`src/rtl/bsa_pkg.sv`:
```
`timescale 1ns / 1ps
// ----------------------------------------------------------------------------
// bsa_pkg
// Shared types, codes and constants of the bitmap slot allocator.
// ----------------------------------------------------------------------------
package bsa_pkg;

    localparam int MAX_SLOTS_DEF    = 256;
    localparam int MAP_ROWS_DEF     = 4;

    localparam int WORD_BITS  = 64;
    localparam int BIT_W      = 6;
    localparam int ADDR_W     = 32;
    localparam int SIZE_W     = 32;
    localparam int SB_W       = 17;
    localparam int SIU_W      = 9;
    localparam int SIDX_W     = 8;
    localparam int REQ_W      = 2;
    localparam int STATUS_W   = 3;
    localparam int CFG_IDX_W  = 2;
    localparam int CFG_DATA_W = 32;
    localparam int S_TDATA_W  = 72;
    localparam int M_TDATA_W  = 64;
    localparam int DIV_STEPS  = 32;
    localparam int DIV_CNT_W  = 6;

    localparam logic [ADDR_W-1:0] SLOT_BASE_RST    = 32'd4096;
    localparam logic [SB_W-1:0]   SLOT_BYTES_RST   = 17'd64;
    localparam logic [SIU_W-1:0]  SLOTS_IN_USE_RST = 9'd256;

    typedef enum logic [REQ_W-1:0] {
        REQ_ALLOC,
        REQ_FREE,
        REQ_RESIZE,
        REQ_REMAP
    } t_req;

    typedef enum logic [STATUS_W-1:0] {
        ST_OK,
        ST_BAD_SIZE,
        ST_FULL,
        ST_FOREIGN,
        ST_MISALIGNED,
        ST_DOUBLE_FREE
    } t_status;

    typedef enum logic [CFG_IDX_W-1:0] {
        REG_SLOT_BASE,
        REG_SLOT_BYTES,
        REG_SLOTS_IN_USE
    } t_reg_idx;

    typedef enum logic [1:0] {
        OP_ALLOC,
        OP_FREE,
        OP_RESIZE
    } t_op;

    typedef enum logic [1:0] {
        RK_CODE,
        RK_RESIZE,
        RK_ALLOC,
        RK_FREE
    } t_res_kind;

    typedef enum logic [3:0] {
        S_IDLE,
        S_DECIDE,
        S_ALLOC_RD,
        S_ALLOC_CHK,
        S_ALLOC_ADD,
        S_FREE_RANGE,
        S_FREE_DIV,
        S_FREE_ALIGN,
        S_FREE_CHK,
        S_DONE
    } t_state;

    typedef struct packed {
        logic      load;
        logic      rd_issue;
        logic      rd_free;
        logic      word_inc;
        logic      mul_region;
        logic      mul_idx;
        logic      alloc_wr;
        logic      free_wr;
        logic      div_start;
        logic      div_step;
        logic      res_we;
        t_res_kind res_kind;
        t_status   res_code;
        logic      out_load;
    } t_cmd;

    typedef struct packed {
        t_op  op;
        logic size_bad;
        logic addr_null;
        logic foreign;
        logic hit;
        logic scan_last;
        logic div_done;
        logic misaligned;
        logic bit_set;
        logic out_free;
    } t_stat;

endpackage

```
`src/rtl/bsa_ctrl.sv`:
```
`timescale 1ns / 1ps
// ----------------------------------------------------------------------------
// bsa_ctrl
// Sequencer of the slot allocator: steps each request through decode and,
// as its kind needs, bitmap scan, offset check, division and bitmap update.
// ----------------------------------------------------------------------------
module bsa_ctrl (
    input  logic          i_clk,
    input  logic          i_rst_n,
    input  logic          i_in_valid,
    output logic          o_in_ready,
    input  bsa_pkg::t_stat i_stat,
    output bsa_pkg::t_cmd  o_cmd
);

    bsa_pkg::t_state r_state;
    bsa_pkg::t_state n_state;

    always_ff @(posedge i_clk) begin
        if (!i_rst_n) begin
            r_state <= bsa_pkg::S_IDLE;
        end else begin
            r_state <= n_state;
        end
    end

    always_comb begin
        n_state    = r_state;
        o_cmd      = '0;
        o_in_ready = 1'b0;
        unique case (r_state)
            bsa_pkg::S_IDLE: begin
                o_in_ready = 1'b1;
                if (i_in_valid) begin
                    o_cmd.load = 1'b1;
                    n_state    = bsa_pkg::S_DECIDE;
                end
            end
            bsa_pkg::S_DECIDE: begin
                unique case (i_stat.op)
                    bsa_pkg::OP_RESIZE: begin
                        o_cmd.res_we   = 1'b1;
                        o_cmd.res_kind = bsa_pkg::RK_RESIZE;
                        n_state        = bsa_pkg::S_DONE;
                    end
                    bsa_pkg::OP_ALLOC: begin
                        if (i_stat.size_bad) begin
                            o_cmd.res_we   = 1'b1;
                            o_cmd.res_kind = bsa_pkg::RK_CODE;
                            o_cmd.res_code = bsa_pkg::ST_BAD_SIZE;
                            n_state        = bsa_pkg::S_DONE;
                        end else begin
                            o_cmd.rd_issue = 1'b1;
                            n_state        = bsa_pkg::S_ALLOC_CHK;
                        end
                    end
                    bsa_pkg::OP_FREE: begin
                        if (i_stat.addr_null) begin
                            o_cmd.res_we   = 1'b1;
                            o_cmd.res_kind = bsa_pkg::RK_CODE;
                            o_cmd.res_code = bsa_pkg::ST_OK;
                            n_state        = bsa_pkg::S_DONE;
                        end else begin
                            o_cmd.mul_region = 1'b1;
                            n_state          = bsa_pkg::S_FREE_RANGE;
                        end
                    end
                    default: begin
                        n_state = bsa_pkg::S_IDLE;
                    end
                endcase
            end
            bsa_pkg::S_ALLOC_RD: begin
                o_cmd.rd_issue = 1'b1;
                n_state        = bsa_pkg::S_ALLOC_CHK;
            end
            bsa_pkg::S_ALLOC_CHK: begin
                if (i_stat.hit) begin
                    o_cmd.alloc_wr = 1'b1;
                    o_cmd.mul_idx  = 1'b1;
                    n_state        = bsa_pkg::S_ALLOC_ADD;
                end else if (i_stat.scan_last) begin
                    o_cmd.res_we   = 1'b1;
                    o_cmd.res_kind = bsa_pkg::RK_CODE;
                    o_cmd.res_code = bsa_pkg::ST_FULL;
                    n_state        = bsa_pkg::S_DONE;
                end else begin
                    o_cmd.word_inc = 1'b1;
                    n_state        = bsa_pkg::S_ALLOC_RD;
                end
            end
            bsa_pkg::S_ALLOC_ADD: begin
                o_cmd.res_we   = 1'b1;
                o_cmd.res_kind = bsa_pkg::RK_ALLOC;
                n_state        = bsa_pkg::S_DONE;
            end
            bsa_pkg::S_FREE_RANGE: begin
                if (i_stat.foreign) begin
                    o_cmd.res_we   = 1'b1;
                    o_cmd.res_kind = bsa_pkg::RK_CODE;
                    o_cmd.res_code = bsa_pkg::ST_FOREIGN;
                    n_state        = bsa_pkg::S_DONE;
                end else begin
                    o_cmd.div_start = 1'b1;
                    n_state         = bsa_pkg::S_FREE_DIV;
                end
            end
            bsa_pkg::S_FREE_DIV: begin
                if (i_stat.div_done) begin
                    n_state = bsa_pkg::S_FREE_ALIGN;
                end else begin
                    o_cmd.div_step = 1'b1;
                end
            end
            bsa_pkg::S_FREE_ALIGN: begin
                if (i_stat.misaligned) begin
                    o_cmd.res_we   = 1'b1;
                    o_cmd.res_kind = bsa_pkg::RK_CODE;
                    o_cmd.res_code = bsa_pkg::ST_MISALIGNED;
                    n_state        = bsa_pkg::S_DONE;
                end else begin
                    o_cmd.rd_issue = 1'b1;
                    o_cmd.rd_free  = 1'b1;
                    n_state        = bsa_pkg::S_FREE_CHK;
                end
            end
            bsa_pkg::S_FREE_CHK: begin
                o_cmd.res_we = 1'b1;
                if (i_stat.bit_set) begin
                    o_cmd.free_wr  = 1'b1;
                    o_cmd.res_kind = bsa_pkg::RK_FREE;
                end else begin
                    o_cmd.res_kind = bsa_pkg::RK_CODE;
                    o_cmd.res_code = bsa_pkg::ST_DOUBLE_FREE;
                end
                n_state = bsa_pkg::S_DONE;
            end
            bsa_pkg::S_DONE: begin
                if (i_stat.out_free) begin
                    o_cmd.out_load = 1'b1;
                    n_state        = bsa_pkg::S_IDLE;
                end
            end
            default: begin
                n_state = bsa_pkg::S_IDLE;
            end
        endcase
    end

endmodule

```
`src/rtl/bsa_dp.sv`:
```
`timescale 1ns / 1ps
// ----------------------------------------------------------------------------
// bsa_dp
// Datapath of the slot allocator: configuration registers, bitmap memory
// with row valid bits, first-clear-bit picker, shared multiplier, restoring
// divider and the output register.
// ----------------------------------------------------------------------------
module bsa_dp #(
    parameter int MAX_SLOTS = bsa_pkg::MAX_SLOTS_DEF,
    parameter int MAP_ROWS  = bsa_pkg::MAP_ROWS_DEF
) (
    input  logic                              i_clk,
    input  logic                              i_rst_n,
    input  logic [bsa_pkg::S_TDATA_W-1:0]     i_in_tdata,
    input  logic [bsa_pkg::REQ_W-1:0]         i_in_tuser,
    input  logic                              i_cfg_valid,
    input  logic [bsa_pkg::CFG_IDX_W-1:0]     i_cfg_index,
    input  logic [bsa_pkg::CFG_DATA_W-1:0]    i_cfg_data,
    input  bsa_pkg::t_cmd                     i_cmd,
    output bsa_pkg::t_stat                    o_stat,
    output logic                              o_out_valid,
    input  logic                              i_out_ready,
    output logic [bsa_pkg::M_TDATA_W-1:0]     o_out_tdata,
    output logic [bsa_pkg::STATUS_W-1:0]      o_out_tuser
);

    localparam int CAP    = (MAX_SLOTS < MAP_ROWS * bsa_pkg::WORD_BITS) ?
                            MAX_SLOTS : MAP_ROWS * bsa_pkg::WORD_BITS;
    localparam int ROW_W  = (MAP_ROWS > 1) ? $clog2(MAP_ROWS) : 1;
    localparam int GI_W   = ROW_W + bsa_pkg::BIT_W;
    localparam int CNT_W  = GI_W + 1;
    localparam int CMP_W  = (CNT_W > bsa_pkg::SIU_W) ? CNT_W : bsa_pkg::SIU_W;
    localparam int PROD_W = CNT_W + bsa_pkg::SB_W;
    localparam int WB     = bsa_pkg::WORD_BITS;

    // configuration
    logic [bsa_pkg::ADDR_W-1:0] r_base;
    logic [bsa_pkg::SB_W-1:0]   r_sb;
    logic [bsa_pkg::SIU_W-1:0]  r_siu;

    // request
    bsa_pkg::t_req              r_req;
    logic [bsa_pkg::SIZE_W-1:0] r_size;
    logic [bsa_pkg::ADDR_W-1:0] r_addr;
    logic                       r_zreq;

    // bitmap
    logic [WB-1:0]              r_mem [MAP_ROWS];
    logic [MAP_ROWS-1:0]        r_row_vld;
    logic [WB-1:0]              r_rd_data;
    logic                       r_rd_vld;
    logic [ROW_W-1:0]           r_row;

    // arithmetic
    logic [bsa_pkg::ADDR_W-1:0]    r_prod;
    logic [bsa_pkg::ADDR_W-1:0]    r_off;
    logic [GI_W-1:0]               r_idx;
    logic [bsa_pkg::ADDR_W-1:0]    r_quo;
    logic [bsa_pkg::SB_W-1:0]      r_rem;
    logic [bsa_pkg::DIV_CNT_W-1:0] r_div_cnt;

    // result and output
    bsa_pkg::t_status              r_res_status;
    logic [bsa_pkg::ADDR_W-1:0]    r_res_addr;
    logic [bsa_pkg::SIDX_W-1:0]    r_res_idx;
    logic [bsa_pkg::SB_W-1:0]      r_res_freed;
    logic                          r_res_zf;
    logic                          r_out_vld;
    bsa_pkg::t_status              r_out_status;
    logic [bsa_pkg::ADDR_W-1:0]    r_out_addr;
    logic [bsa_pkg::SIDX_W-1:0]    r_out_idx;
    logic [bsa_pkg::SB_W-1:0]      r_out_freed;
    logic                          r_out_zf;

    logic [CMP_W-1:0]              siu_ext;
    logic [CNT_W-1:0]              mgd_cnt;
    logic [WB-1:0]                 eff;
    logic [WB-1:0]                 avail;
    logic [WB-1:0]                 lowest;
    logic [bsa_pkg::BIT_W-1:0]     pick_bit;
    logic [GI_W-1:0]               pick_idx;
    logic [ROW_W-1:0]              quo_row;
    logic [bsa_pkg::BIT_W-1:0]     quo_bit;
    logic [ROW_W-1:0]              rd_addr;
    logic [ROW_W-1:0]              wr_addr;
    logic [WB-1:0]                 wr_data;
    logic [CNT_W-1:0]              mul_a;
    logic [PROD_W-1:0]             prod_c;
    logic [bsa_pkg::SB_W:0]        trial;
    logic                          resize_fit;
    logic                          is_alloc_zf;
    bsa_pkg::t_op                  stat_op;

    assign siu_ext  = CMP_W'(r_siu);
    assign mgd_cnt  = (siu_ext > CMP_W'(CAP)) ? CNT_W'(CAP) : CNT_W'(siu_ext);
    assign eff      = r_rd_vld ? r_rd_data : '0;
    assign quo_row  = r_quo[bsa_pkg::BIT_W +: ROW_W];
    assign quo_bit  = r_quo[bsa_pkg::BIT_W-1:0];

    always_comb begin
        for (int b = 0; b < WB; b++) begin
            avail[b] = !eff[b] &&
                       ({1'b0, r_row, bsa_pkg::BIT_W'(b)} < mgd_cnt);
        end
    end

    assign lowest = avail & (~avail + WB'(1));

    always_comb begin
        pick_bit = '0;
        for (int b = 0; b < WB; b++) begin
            if (lowest[b]) begin
                pick_bit = pick_bit | bsa_pkg::BIT_W'(b);
            end
        end
    end

    assign pick_idx   = {r_row, pick_bit};
    assign rd_addr    = i_cmd.rd_free ? quo_row : r_row;
    assign wr_addr    = i_cmd.free_wr ? quo_row : r_row;
    assign wr_data    = i_cmd.free_wr ? (eff & ~(WB'(1) << quo_bit)) : (eff | lowest);
    assign mul_a      = i_cmd.mul_idx ? CNT_W'(pick_idx) : mgd_cnt;
    assign prod_c     = PROD_W'(mul_a) * PROD_W'(r_sb);
    assign trial      = {r_rem, r_quo[bsa_pkg::ADDR_W-1]} - {1'b0, r_sb};
    assign resize_fit = r_size <= bsa_pkg::SIZE_W'(r_sb);
    assign is_alloc_zf = (r_req == bsa_pkg::REQ_REMAP) ? 1'b1 : r_zreq;

    always_comb begin
        unique case (r_req)
            bsa_pkg::REQ_ALLOC:  stat_op = bsa_pkg::OP_ALLOC;
            bsa_pkg::REQ_FREE:   stat_op = bsa_pkg::OP_FREE;
            bsa_pkg::REQ_RESIZE: stat_op = bsa_pkg::OP_RESIZE;
            bsa_pkg::REQ_REMAP: begin
                if (r_addr == '0) begin
                    stat_op = bsa_pkg::OP_ALLOC;
                end else if (r_size == '0) begin
                    stat_op = bsa_pkg::OP_FREE;
                end else begin
                    stat_op = bsa_pkg::OP_RESIZE;
                end
            end
            default: stat_op = bsa_pkg::OP_RESIZE;
        endcase
    end

    assign o_stat.op         = stat_op;
    assign o_stat.size_bad   = (r_size == '0) || !resize_fit;
    assign o_stat.addr_null  = r_addr == '0;
    assign o_stat.foreign    = (r_sb == '0) || (r_off >= r_prod);
    assign o_stat.hit        = |avail;
    assign o_stat.scan_last  = (r_row == ROW_W'(MAP_ROWS - 1)) ||
                               (({1'b0, r_row, bsa_pkg::BIT_W'(0)} + CNT_W'(WB)) >= mgd_cnt);
    assign o_stat.div_done   = r_div_cnt == bsa_pkg::DIV_CNT_W'(bsa_pkg::DIV_STEPS);
    assign o_stat.misaligned = r_rem != '0;
    assign o_stat.bit_set    = eff[quo_bit];
    assign o_stat.out_free   = !r_out_vld || i_out_ready;

    // control state
    always_ff @(posedge i_clk) begin
        if (!i_rst_n) begin
            r_base    <= bsa_pkg::SLOT_BASE_RST;
            r_sb      <= bsa_pkg::SLOT_BYTES_RST;
            r_siu     <= bsa_pkg::SLOTS_IN_USE_RST;
            r_row_vld <= '0;
            r_out_vld <= 1'b0;
        end else begin
            if (i_cfg_valid) begin
                unique case (bsa_pkg::t_reg_idx'(i_cfg_index))
                    bsa_pkg::REG_SLOT_BASE:    r_base <= i_cfg_data;
                    bsa_pkg::REG_SLOT_BYTES:   r_sb   <= i_cfg_data[bsa_pkg::SB_W-1:0];
                    bsa_pkg::REG_SLOTS_IN_USE: r_siu  <= i_cfg_data[bsa_pkg::SIU_W-1:0];
                    default: ;
                endcase
            end
            if (i_cmd.alloc_wr || i_cmd.free_wr) begin
                r_row_vld[wr_addr] <= 1'b1;
            end
            if (i_cmd.out_load) begin
                r_out_vld <= 1'b1;
            end else if (i_out_ready) begin
                r_out_vld <= 1'b0;
            end
        end
    end

    // bitmap memory
    always_ff @(posedge i_clk) begin
        if (i_cmd.alloc_wr || i_cmd.free_wr) begin
            r_mem[wr_addr] <= wr_data;
        end
        if (i_cmd.rd_issue) begin
            r_rd_data <= r_mem[rd_addr];
            r_rd_vld  <= r_row_vld[rd_addr];
        end
    end

    // payload
    always_ff @(posedge i_clk) begin
        if (i_cmd.load) begin
            r_req  <= bsa_pkg::t_req'(i_in_tuser);
            r_size <= i_in_tdata[31:0];
            r_addr <= i_in_tdata[63:32];
            r_zreq <= i_in_tdata[64];
            r_row  <= '0;
        end else if (i_cmd.word_inc) begin
            r_row <= r_row + ROW_W'(1);
        end
        if (i_cmd.mul_region) begin
            r_prod <= bsa_pkg::ADDR_W'(prod_c);
            r_off  <= r_addr - r_base;
        end else if (i_cmd.mul_idx) begin
            r_prod <= bsa_pkg::ADDR_W'(prod_c);
            r_idx  <= pick_idx;
        end
        if (i_cmd.div_start) begin
            r_quo     <= r_off;
            r_rem     <= '0;
            r_div_cnt <= '0;
        end else if (i_cmd.div_step) begin
            if (!trial[bsa_pkg::SB_W]) begin
                r_rem <= trial[bsa_pkg::SB_W-1:0];
                r_quo <= {r_quo[bsa_pkg::ADDR_W-2:0], 1'b1};
            end else begin
                r_rem <= {r_rem[bsa_pkg::SB_W-2:0], r_quo[bsa_pkg::ADDR_W-1]};
                r_quo <= {r_quo[bsa_pkg::ADDR_W-2:0], 1'b0};
            end
            r_div_cnt <= r_div_cnt + bsa_pkg::DIV_CNT_W'(1);
        end
        if (i_cmd.res_we) begin
            r_res_status <= bsa_pkg::ST_OK;
            r_res_addr   <= '0;
            r_res_idx    <= '0;
            r_res_freed  <= '0;
            r_res_zf     <= 1'b0;
            case (i_cmd.res_kind)
                bsa_pkg::RK_CODE: begin
                    r_res_status <= i_cmd.res_code;
                end
                bsa_pkg::RK_RESIZE: begin
                    if (resize_fit) begin
                        r_res_addr <= r_addr;
                    end else begin
                        r_res_status <= bsa_pkg::ST_BAD_SIZE;
                    end
                end
                bsa_pkg::RK_ALLOC: begin
                    r_res_addr <= r_base + r_prod;
                    r_res_idx  <= bsa_pkg::SIDX_W'(r_idx);
                    r_res_zf   <= is_alloc_zf;
                end
                bsa_pkg::RK_FREE: begin
                    r_res_idx   <= r_quo[bsa_pkg::SIDX_W-1:0];
                    r_res_freed <= r_sb;
                end
                default: ;
            endcase
        end
        if (i_cmd.out_load) begin
            r_out_status <= r_res_status;
            r_out_addr   <= r_res_addr;
            r_out_idx    <= r_res_idx;
            r_out_freed  <= r_res_freed;
            r_out_zf     <= r_res_zf;
        end
    end

    assign o_out_valid = r_out_vld;
    assign o_out_tuser = r_out_status;
    assign o_out_tdata = {6'b0, r_out_zf, r_out_freed, r_out_idx, r_out_addr};

`ifndef SYNTHESIS
    a_out_no_overwrite: assert property (@(posedge i_clk) disable iff (!i_rst_n)
        i_cmd.out_load |-> (!r_out_vld || i_out_ready))
        else $error("result overwrites a pending output transaction");
    a_alloc_hit: assert property (@(posedge i_clk) disable iff (!i_rst_n)
        i_cmd.alloc_wr |-> o_stat.hit)
        else $error("bitmap set without a clear managed bit");
    a_alloc_idx: assert property (@(posedge i_clk) disable iff (!i_rst_n)
        i_cmd.alloc_wr |=> ({1'b0, r_idx} < mgd_cnt))
        else $error("allocated slot beyond managed count");
    a_free_ok: assert property (@(posedge i_clk) disable iff (!i_rst_n)
        i_cmd.free_wr |-> (o_stat.bit_set && r_rem == '0))
        else $error("bitmap cleared on a rejected free");
    a_div_len: assert property (@(posedge i_clk) disable iff (!i_rst_n)
        i_cmd.div_step |-> (r_div_cnt < bsa_pkg::DIV_CNT_W'(bsa_pkg::DIV_STEPS)))
        else $error("divider stepped past its length");
`endif

endmodule

```
`src/rtl/bitmap_slot_allocator_top.sv`:
```
`timescale 1ns / 1ps
// ----------------------------------------------------------------------------
// bitmap_slot_allocator_top
// Resize answers from decode; allocate scans the bitmap one word at a time;
// free checks the range, then runs a 32-step divider for the slot index.
// One request at a time; the next is accepted only once the result has
// entered the output register. Synchronous active-low reset clears the bitmap
// row valid bits and loads register defaults; no clearing pass.
// ----------------------------------------------------------------------------
module bitmap_slot_allocator_top #(
    parameter int MAX_SLOTS = bsa_pkg::MAX_SLOTS_DEF,
    parameter int MAP_ROWS  = bsa_pkg::MAP_ROWS_DEF
) (
    input  logic                           i_clk,
    input  logic                           i_rst_n,
    input  logic                           s_axis_tvalid,
    output logic                           s_axis_tready,
    // size_bytes[31:0], addr[63:32], zero_request[64], zero pad [71:65]
    input  logic [bsa_pkg::S_TDATA_W-1:0]  s_axis_tdata,
    // req_type[1:0]
    input  logic [bsa_pkg::REQ_W-1:0]      s_axis_tuser,
    output logic                           m_axis_tvalid,
    input  logic                           m_axis_tready,
    // result_addr[31:0], slot_index[39:32], freed_bytes[56:40], zero_fill[57],
    // zero pad [63:58]
    output logic [bsa_pkg::M_TDATA_W-1:0]  m_axis_tdata,
    // status[2:0]
    output logic [bsa_pkg::STATUS_W-1:0]   m_axis_tuser,
    input  logic                           i_cfg_valid,
    output logic                           o_cfg_ready,
    input  logic [bsa_pkg::CFG_IDX_W-1:0]  i_cfg_index,
    input  logic [bsa_pkg::CFG_DATA_W-1:0] i_cfg_data
);

    bsa_pkg::t_cmd  cmd;
    bsa_pkg::t_stat stat;

    assign o_cfg_ready = 1'b1;

    bsa_ctrl u_ctrl (
        .i_clk      (i_clk),
        .i_rst_n    (i_rst_n),
        .i_in_valid (s_axis_tvalid),
        .o_in_ready (s_axis_tready),
        .i_stat     (stat),
        .o_cmd      (cmd)
    );

    bsa_dp #(
        .MAX_SLOTS (MAX_SLOTS),
        .MAP_ROWS  (MAP_ROWS)
    ) u_dp (
        .i_clk       (i_clk),
        .i_rst_n     (i_rst_n),
        .i_in_tdata  (s_axis_tdata),
        .i_in_tuser  (s_axis_tuser),
        .i_cfg_valid (i_cfg_valid),
        .i_cfg_index (i_cfg_index),
        .i_cfg_data  (i_cfg_data),
        .i_cmd       (cmd),
        .o_stat      (stat),
        .o_out_valid (m_axis_tvalid),
        .i_out_ready (m_axis_tready),
        .o_out_tdata (m_axis_tdata),
        .o_out_tuser (m_axis_tuser)
    );

endmodule

```
`config.mk`:
```
export PLATFORM = sky130hd
export DESIGN_NAME = bitmap_slot_allocator_top
export DESIGN_NICKNAME = d
export VERILOG_FILES = /design/src/rtl/bsa_pkg.sv /design/src/rtl/bsa_ctrl.sv /design/src/rtl/bsa_dp.sv /design/src/rtl/bitmap_slot_allocator_top.sv
export SDC_FILE = /design/constraint.sdc
export NUM_CORES = 2
export LEC_CHECK = 0
export BUFFER_PORTS_ARGS = -buffer_cell sky130_fd_sc_hd__buf_2
export CORE_ASPECT_RATIO = 0.9
export CORE_MARGIN = 4
export CORE_UTILIZATION = 30
export CTS_BUF_LIST = sky130_fd_sc_hd__clkbuf_8
export DETAILED_ROUTE_END_ITERATION = 7
export SYNTH_ARGS = -nofsm -noshare
export SYNTH_HDL_FRONTEND = slang
export SYNTH_HIERARCHICAL = 1
export SYNTH_SLANG_ARGS = --single-unit
```
`constraint.sdc`:
```
create_clock -name i_clk -period 11.06 [get_ports i_clk]
set_input_delay 3.318 -clock i_clk [delete_from_list [all_inputs] [get_ports i_clk]]
set_output_delay 3.318 -clock i_clk [all_outputs]
set_load 0.005 [all_outputs]
```
==> metrics.csv <==
stage,metric,value,unit
floorplan,Starting Density,30.3,%
clock_network,post-CTS setup buffer count,0,
floorplan,die area,139000,µm²
grt,vias in the first global route,28000,
cells_and_area,Area Overhead vs Synth,13.6,%
timing,Setup TNS,0,ps
hold_path,Hold Path End,u_dp/r_out_freed[11],
critical_path,worst setup path class,flip-flop to flip-flop,
yosys,asr flop ratio synth,0,%
drt,vias,29000,
timing,f_max,0.0969,GHz
floorplan,# IOs,183,
yosys,number of flops mapped to enable cells by yosys,608,
clock_network,cts repair resizes,0,
critical_path,"most used cell, CP",inv_1,
pwr,Sw Ratio,25.6,%
clock_network,H-tree depth,3,
cells_and_area,Fill cells,13000,
yosys,Post-Syn Area,39900,µm²
cells_and_area,design area,45300,µm²
run_status,outcome,"complete, no violations",
clock_network,TritonCTS clock tree,built,
drt,DR WL/cell,23.1,µm
critical_path,critical path capture point type,flip-flop,
floorplan,chip width,392,µm
drt,Detailed Route WL,126000,µm
place,PortBufs,168,
clock_network,hold_buf cts,0,
pwr,Power Density,131,nW/µm²
critical_path,CP bufs+invs,6,
timing,Final Hold Fails,0,
pwr,Psw,1.53,mW
yosys,"top cells by area, synth","edfxtp_1 (46%), ha_1 (5.5%), fa_1 (5.5%), mux4_2 (4.9%), dfxtp_1 (4.6%)",
yosys,ys flop type,edfxtp_1,
critical_path,Critical Path Start,u_dp/r_siu[6],
hold_path,min-delay src,u_dp/r_res_freed[11],
place,DP Area,42900,µm²
clock_network,CTS max path bufs,3,
pwr,Logic pwr share,9.0,%
grt,largest net degree at the start of global routing,87,
critical_path,Critical-path top delay cell,or4b_2,
yosys,synth cell count leaders,"edfxtp_1 (608), nand2_1 (363), inv_1 (273)",
critical_path,Worst R2R Setup Slack,740,ps
clock_network,Worst-path clk slew,60,ps
floorplan,FP Rows,126,
drt,DRC viols,0,
timing,minimum clock period,10320,ps
drt,DRT Pass-1 Iters,5,
timing,RSZ-0062 raised after global routing,false,
yosys,share of the synthesized area in the top cell type,45.8,%
place,gpl congestion,1.01,
clock_network,clk root buf,clkbuf_8,
critical_path,Crit Reg-Reg Startpoint,u_dp/r_siu[6],
yosys,synthesized area per cell,11.7,µm²
pwr,worst vdd ir,0.0000870,V
yosys,leading area contributor after synthesis,edfxtp_1,
critical_path,WP data arrival,10910,ps
yosys,yosys warns,6,
flow_run,max_cap viols,0,
timing,final setup violation count,0,
yosys,"count leader, synth",edfxtp_1,
critical_path,CP Launch Type,flip-flop,
critical_path,Worst EP required,11650,ps
floorplan,Core Area,132000,µm²
critical_path,Worst R2R Path Depth,32,
place,HPWL after DPL,92800,µm
drt,vias per cell,5.32,
timing,Slew @ Worst Pin,1160,ps
pwr,Clk pwr share,39.2,%
cells_and_area,FF+latch area,20100,µm²
pwr,Internal,4.43,mW
yosys,Synth Instances,3420,
grt,global-route wire length before repair,186000,µm
clock_network,clk_lat worst skew,870,ps
timing,Min Hold Slack,409,ps
timing,clock skew,109,ps
critical_path,largest fanout on the critical path,11,
hold_path,WHS Path Cells,0,
floorplan,Die Ht,354,µm
grt,initial antenna violation count,11,
cells_and_area,area of the multi-input gates,18200,µm²
clock_network,total CTS buffers,114,
grt,total track usage,17.8,%
pwr,overall power,5.96,mW
pwr,Leak,16.7,nW
hold_path,Hold WC Path Type,flip-flop to flip-flop,
timing,fin crit share,93.3,%
drt,Post-DRT Antenna Nets,0,
grt,GR Overflow Total,0,
critical_path,Top delay family on crit path,simple AND/OR/NAND/NOR gates,
clock_network,clk sink count,700,
timing,Max Slew Vio Count,0,
critical_path,RR Endpoint,u_dp/r_prod[24],
yosys,"FF+latch count, synth",700,
yosys,synth unique cells,108,
cells_and_area,share of cells above drive strength 1,16.5,%
cells_and_area,Post-layout nets,4025,
pwr,Seq pwr share,51.8,%
yosys,register area share after synthesis,50.4,%
drt,Iter 0 DRT Violations,2843,
critical_path,crit-path max cell delay,840,ps
timing,slew margin rel.,22.8,%
## sequential cells by signal, summed over array words and instances (netlist names), 26 cells and up
| register | count |
|---|---|
| u_dp/r_prod | 26 |
| u_dp/r_mem | 256 |
| u_dp/r_off | 32 |
| u_dp/r_addr | 32 |
| u_dp/r_res_addr | 32 |
| u_dp/r_quo | 32 |
| u_dp/r_base | 32 |
| u_dp/r_size | 32 |
| u_dp/r_out_addr | 32 |
| u_dp/r_rd_data | 64 |
## cell families after synthesis
| family | after synthesis | share of synthesized area (%) |
|---|---|---|
| AND/OR/NAND/NOR | 1083 | 13.9 |
| flip-flops | 700 | 50.4 |
| AO/OA/AOI/OAI | 686 | 12.0 |
| buffers and inverters | 435 | 4.37 |
| adder cells (fa/ha/maj) | 285 | 11.0 |
| multiplexers | 143 | 6.39 |
| XOR/XNOR | 86 | 1.89 |
| other | 2 | 0.0188 |
## power by group through the flow
stage	clock network (mW)	logic, mW	registers [mW]
finish	2.34	0.537	3.08
global route	2.54	0.591	3.09
CTS	2.43	0.534	3.08
detailed placement	0	0.530	3.14
global placement	0	0.526	3.14
floorplan	0	0.367	3.09
## stage by stage
stage | instances | utilization [%] | setup WS, ps
floorplan | 3425 | - | 1290
global placement | 5239 | 32.6 | 898
detailed placement | 5239 | 32.6 | 932
CTS | 5454 | 34.4 | 901
global route | 5455 | 34.4 | 373
finish | 5458 | 34.4 | 745
## worst max path at each step
| stage | to | slack [ps] | cells after the start |
|---|---|---|---|
| after floorplan | u_dp/r_prod[25] | 1290 | 39 |
| after global placement | u_dp/r_prod[24] | 900 | 32 |
| after detailed placement | u_dp/r_prod[24] | 930 | 32 |
| after CTS | u_dp/r_prod[24] | 900 | 32 |
| after global routing | u_dp/r_prod[24] | 370 | 32 |
| final | u_dp/r_prod[24] | 740 | 32 |
## cell type report
type                       instances  area share [%]
multi-input combinational       2290            40.2
timing repair buffer             248            3.21
clock inverter                    91            1.44
clock buffer                     124            3.77
tap                             1728            4.77
inverter                         273            2.26
antenna                            4          0.0221
sequential                       700            44.4
## per-layer routing
layer / vias to the layer above / track usage (%) / routed length, µm
li1: 13100 / - / -
met1: 14600 / 26.7 / 60100
met2: 1128 / 25.7 / 52900
met3: 232 / 3.62 / 9690
met4: 8 / 5.38 / 3530
met5: - / 0 / 42
## cell usage in the layout (no fill, tap or decap), types with 45 or more instances in the layout
cell      synthesis  routed
buf_2            21     168
clkbuf_8          0     124
fa_1            109     109
nand2_1         363     363
mux4_2           86      86
and3_1           53      51
nand3_1          94      93
nor2b_1          53      53
nor3_1           58      56
dfxtp_1          92      92
o211ai_1         45      45
a21oi_1         132     132
nor2_1          167     167
a21boi_0         53      53
edfxtp_1        608     608
o21ai_0         111     108
inv_1           273     310
xnor2_1          66      65
buf_4            12      79
and2_1           61      61
ha_1            176     176
Note: power is estimated with default switching activity, not from simulation.
